<file path="config.mk">
export PLATFORM = sky130hd
export DESIGN_NAME = swmm_cell
export DESIGN_NICKNAME = d
export VERILOG_FILES = /design/src/rtl/core/swmm_pkg.sv /design/src/rtl/core/swmm_cell.sv
export SDC_FILE = /design/constraint.sdc
export NUM_CORES = 1
export LEC_CHECK = 0
export BUFFER_PORTS_ARGS = -buffer_cell sky130_fd_sc_hd__buf_2
export CORE_UTILIZATION = 40
export DETAILED_ROUTE_END_ITERATION = 16
export PLACE_DENSITY_LB_ADDON = 0.15
export SLEW_MARGIN = 40
export SYNTH_ARGS = -nofsm -noshare
export SYNTH_HDL_FRONTEND = slang
export SYNTH_SLANG_ARGS = --single-unit
</file>
<file path="constraint.sdc">
create_clock -name i_clk -period 3.4 [get_ports i_clk]
set_clock_uncertainty 0.15 [all_clocks]
set_input_delay 0.68 -clock i_clk [delete_from_list [all_inputs] [get_ports i_clk]]
set_output_delay 0.68 -clock i_clk [all_outputs]
set_load 0.1 [all_outputs]
</file>
<file path="src/rtl/core/swmm_pkg.sv">
`timescale 1ns / 1ps
`default_nettype none
// ----------------------------------------------------------------------------
// swmm_pkg: shared types for the sliding window min/max block
// Sample width, request and result payloads, and the scan token that
// travels along the cell chain.
// ----------------------------------------------------------------------------
package swmm_pkg;

    localparam int SAMPLE_BITS = 16;
    localparam int CFG_BITS    = 7;

    typedef logic signed [SAMPLE_BITS-1:0] t_sample;

    typedef struct packed {
        t_sample sample;
        logic    end_of_sequence;
    } t_in;

    typedef struct packed {
        t_sample window_min;
        t_sample window_max;
    } t_out;

    typedef struct packed {
        logic    valid;
        t_sample lo;
        t_sample hi;
    } t_token;

endpackage : swmm_pkg
`default_nettype wire

</file>
<file path="src/rtl/core/swmm_cell.sv">
`timescale 1ns / 1ps
`default_nettype none
// ----------------------------------------------------------------------------
// swmm_cell: one stage of the window chain
// Holds one stored sample, shifted in from the left neighbor on each accepted
// request, and one scan token stage that folds the stored sample into the
// running min/max when this cell lies inside the current window.
// ----------------------------------------------------------------------------
module swmm_cell #(
    parameter int IDX   = 0,
    parameter int WIN_W = 7
) (
    input  wire                  i_clk,
    input  wire                  i_rst_n,
    input  wire                  i_shift,
    input  swmm_pkg::t_sample    i_sample,
    output swmm_pkg::t_sample    o_sample,
    input  wire [WIN_W-1:0]      i_win,
    input  swmm_pkg::t_token     i_tok,
    output swmm_pkg::t_token     o_tok
);

    swmm_pkg::t_sample r_sample;
    swmm_pkg::t_token  r_tok;
    swmm_pkg::t_token  n_tok;
    logic              in_window;

    assign in_window = i_win > WIN_W'(IDX);

    always_comb begin
        n_tok = i_tok;
        if (in_window) begin
            if (r_sample < i_tok.lo) begin
                n_tok.lo = r_sample;
            end
            if (r_sample > i_tok.hi) begin
                n_tok.hi = r_sample;
            end
        end
    end

    // store has no reset, entries beyond the fill count are never folded in
    always_ff @(posedge i_clk) begin
        if (i_shift) begin
            r_sample <= i_sample;
        end
    end

    always_ff @(posedge i_clk) begin
        if (!i_rst_n) begin
            r_tok.valid <= 1'b0;
        end else begin
            r_tok.valid <= n_tok.valid;
        end
        r_tok.lo <= n_tok.lo;
        r_tok.hi <= n_tok.hi;
    end

    assign o_sample = r_sample;
    assign o_tok    = r_tok;

endmodule : swmm_cell
`default_nettype wire

</file>
Word level (Yosys, flattened, before mapping). Index checks and enable logic that the tools add are counted.

Word-level logic and storage cells: 10. Bits in latches: 0. Memories: 0. Bits in read-only memories: 0. RAM bits: 0. Register bits: 49.

Reduce and logical (&&, ||, !) cells: 0. Order comparisons: 3. Muxes and demuxes: 3. Equal/unequal tests: 0. Shifts and indexed selects: 0. $add $sub $neg: 0. Bitwise gates (word level): 0. $mul: 0. Divide/modulo/power cells: 0.

Operators with widths (count): $mux W16 (2); $mux W32 (1); $gt A16 B16 Y1 (1); $lt A16 B16 Y1 (1); $gt A7 B1 Y1 const B (1).

Longest topological paths before layout.
Word-level depth: 3. Depth in mapped cells: 10.

Worst setup path before layout. OpenSTA, ideal clock, no wires.

Kind: reg-to-reg. Start: register r_sample[5] (netlist: o_sample[5]). End: register r_tok (netlist bit o_tok[10]). Setup slack: 0.035 ns. Setup time: 0.122 ns. Data arrival time: 3.093 ns. Period minus slack after synthesis: 3.365 ns. Path buffers: 1. Stages on the path, launching flop included: 9. Cell sequence: edfxtp_1 > ha_1 > a211o_1 > o211ai_1 > a31oi_1 > nor4_2 > mux2i_2 > buf_6 > mux2_4.

RTL lines: start, declared (RTL line swmm_cell.sv:23) `swmm_pkg::t_sample r_sample;`; start signal, assigned (RTL line swmm_cell.sv:45) `r_sample <= i_sample;`; end, declared (RTL line swmm_cell.sv:24) `swmm_pkg::t_token r_tok;`.

==> out/metrics.yaml <==
placement:
  placed_area_um2: 3380
  io_buffers: 107
  hpwl_um: 5030
  gp_congestion: 0.770
cts:
  clock_sinks: 49
  hold_buffers: 0
  cts_inserted_buffers: 5
  cts_root_buf: "clkbuf_8"
  postCtsSetupBuffers: 0
  cts_resized: 0
  worstSkewPairLatency_ps: 300
  htree_levels: 2
  clk_pin_slew_worst_paths_ps: 100
  clockBufferDepth: 2
  cts_tree: "built"
route:
  drt_pass1_iterations: 10
  via_per_inst: 5.12
  vias: 2295
  antenna_left: 0
  drt-total-wl_um: 6400
  drt-initial-drc-count: 85
  drc_errors: 7
  wire_per_inst_um: 14.3
synth:
  synth_top_cell_by_area: "dfxtp_1"
  ys_warn_count: 0
  ys_seq_elements: 49
  syn_area_um2: 2740
  avgSynthCellArea_um2: 10.7
  synthMuxAreaShare_pct: 15.4
  syn_nets: 347
  synthAdderAreaFrac_pct: 14.1
  yosysSeqAreaShare_pct: 41.6
  synthFlopType: "dfxtp_1"
  ys_types: 37
  synth_top_family_by_area: "multiplexers"
  synth_simple_gate_area_share_pct: 11.5
  synth_cells: 257
  synthXorXnorAreaFrac_pct: 0
  synth-edff-count: 16
  synthArstFlopShare_pct: 0
  synthTopCellsByArea: "dfxtp_1 24%, edfxtp_1 18%, ha_1 14%"
  synth-compound-area-share_pct: 11.0
  synth_top_area_share_pct: 24.1
layout:
  final_core_util_pct: 54.2
  num_antenna_cells: 0
  nets: 460
  n_fill_cell: 601
  stdcell_area_um2: 3520
  drive_gt1_share_pct: 43.9
  syn_to_final_growth_pct: 28.4
critical_path:
  cp_slowest_cell: "edfxtp_1"
  path_max_fanout: 8
  cp_slowest_stage_delay_ps: 510
  start_kind: "register"
  critical_path_class: "register to register"
  startpoint: "o_sample[5]"
  crit_chain: "ha_1, a211o_1, o211ai_1, a31oi_1, nor4_2, mux2i_2, buf_4, mux2_2"
  worst-path-buf-inv: 1
  crit_family: "multiplexers"
  end_kind: "register"
  required_ps: 3450
  critPathArrivalTime_ps: 2810
  r2r-start: "o_sample[5]"
sta:
  setup_tns_ps: 0
  slew_headroom_pct: 61.8
  final_hold_viol_count: 0
  setup_viol: 0
  final_max_slew_viol_count: 0
  fmax_mhz: 362
  tightest_slew_ps: 573
  rsz0062_at_grt: "no"
  min_period_ps: 2760
  min_period_over_period_pct: 81.3
  holdWs_ps: 392
floorplan:
  die-area_um2: 7200
  die_y_um: 84.8
  core_um2: 6490
  die_w_um: 84.8
  start_util_pct: 42.2
  core.rowCount: 29
  io_pins: 108
global_routing:
  grt_overflow: 0
  grt_max_degree: 17
  track_usage_pct: 18.3
  grt_antenna_before_repair: 0
  grt_pass1_vias: 2188
  grt_first_pass_wirelength_um: 10300
pwr:
  p_total_mw: 2.31
  ir_drop_mv: 0.247
  power.density_nw_per_um2: 656
  leakage_nw: 1.78
hold_path:
  hp-start: "i_sample[0]"
  holdCritPathClass: "primary input to register"
outcome:
  violations: "DRC"
  status: "finished with violations"
run:
  drv_cap: 0
-- per-layer routing --
layer	routed length (µm)	share of wire, %	track usage (%)	up-vias
met5	0	0	0	-
met4	50	0.78	5.70	0
li1	-	-	-	1156
met2	3180	50	32.0	70
met1	2880	45	23.4	1064
met3	288	4.5	2.82	5
-- cells in the final DEF (no fill, tap or decap), types with 2 or more instances in the layout --
cell type | Yosys | layout
clkbuf_8 | 0 | 5
and2_1 | 2 | 2
nand2_1 | 23 | 23
mux2_4 | 10 | 10
a21o_1 | 3 | 3
inv_1 | 34 | 34
bufinv_16 | 0 | 2
mux2_2 | 22 | 22
a21oi_1 | 8 | 8
dfxtp_1 | 33 | 33
o221ai_1 | 13 | 13
nor4_2 | 2 | 2
nand3_1 | 14 | 14
nor2_1 | 6 | 5
o21ai_0 | 3 | 3
nor3_1 | 5 | 5
a211o_1 | 3 | 3
ha_1 | 31 | 31
o211ai_1 | 2 | 2
nand4_1 | 4 | 4
buf_4 | 0 | 7
edfxtp_1 | 16 | 16
buf_2 | 1 | 107
-- where the power goes --
group	internal, mW	switching, mW
combinational	0.238	0.832
sequential	0.694	0.0444
clock	0.296	0.205
-- path summary, 6_finish.rpt --
check,to,slack [ps],cells past startpoint
min,o_sample[0],390,1
max reg2reg,o_tok[2],640,8
min reg2reg,o_tok[1],490,1
max,o_tok[2],640,8
-- cell usage after synthesis, types with 6 or more instances --
cell / n
edfxtp_1: 16
nand3_1: 14
a21oi_1: 8
dfxtp_1: 33
nor2_1: 6
mux2_2: 22
o221ai_1: 13
mux2_4: 10
nand2_1: 23
ha_1: 31
inv_1: 34
-- through the flow --
stage	instances	setup slack [ps]
final	448	635
after global routing	448	479
after CTS	448	634
after detailed placement	440	372
after global placement	440	430
after floorplan	257	34.8
-- registers in the layout, indices dropped and copies added (netlist names) --
name	count
o_tok	33
o_sample	16
-- layout make-up --
class	instances	area (µm²)	area share (%)
Multi-Input combinational cell	166	1430	40.6
Sequential cell	49	1140	32.4
Timing Repair Buffer	114	588	16.7
Inverter	34	128	3.62
Tap cell	77	96.3	2.74
Clock buffer	5	68.8	1.95
Clock inverter	3	68.8	1.95
-- logic make-up after synthesis --
family,after synthesis
buffers and inverters,42
AND/OR/NAND/NOR,62
flip-flops,49
multiplexers,34
adder cells (fa/ha/maj),31
AO/OA/AOI/OAI,39
No activity file was read; power rests on OpenSTA's default activity.
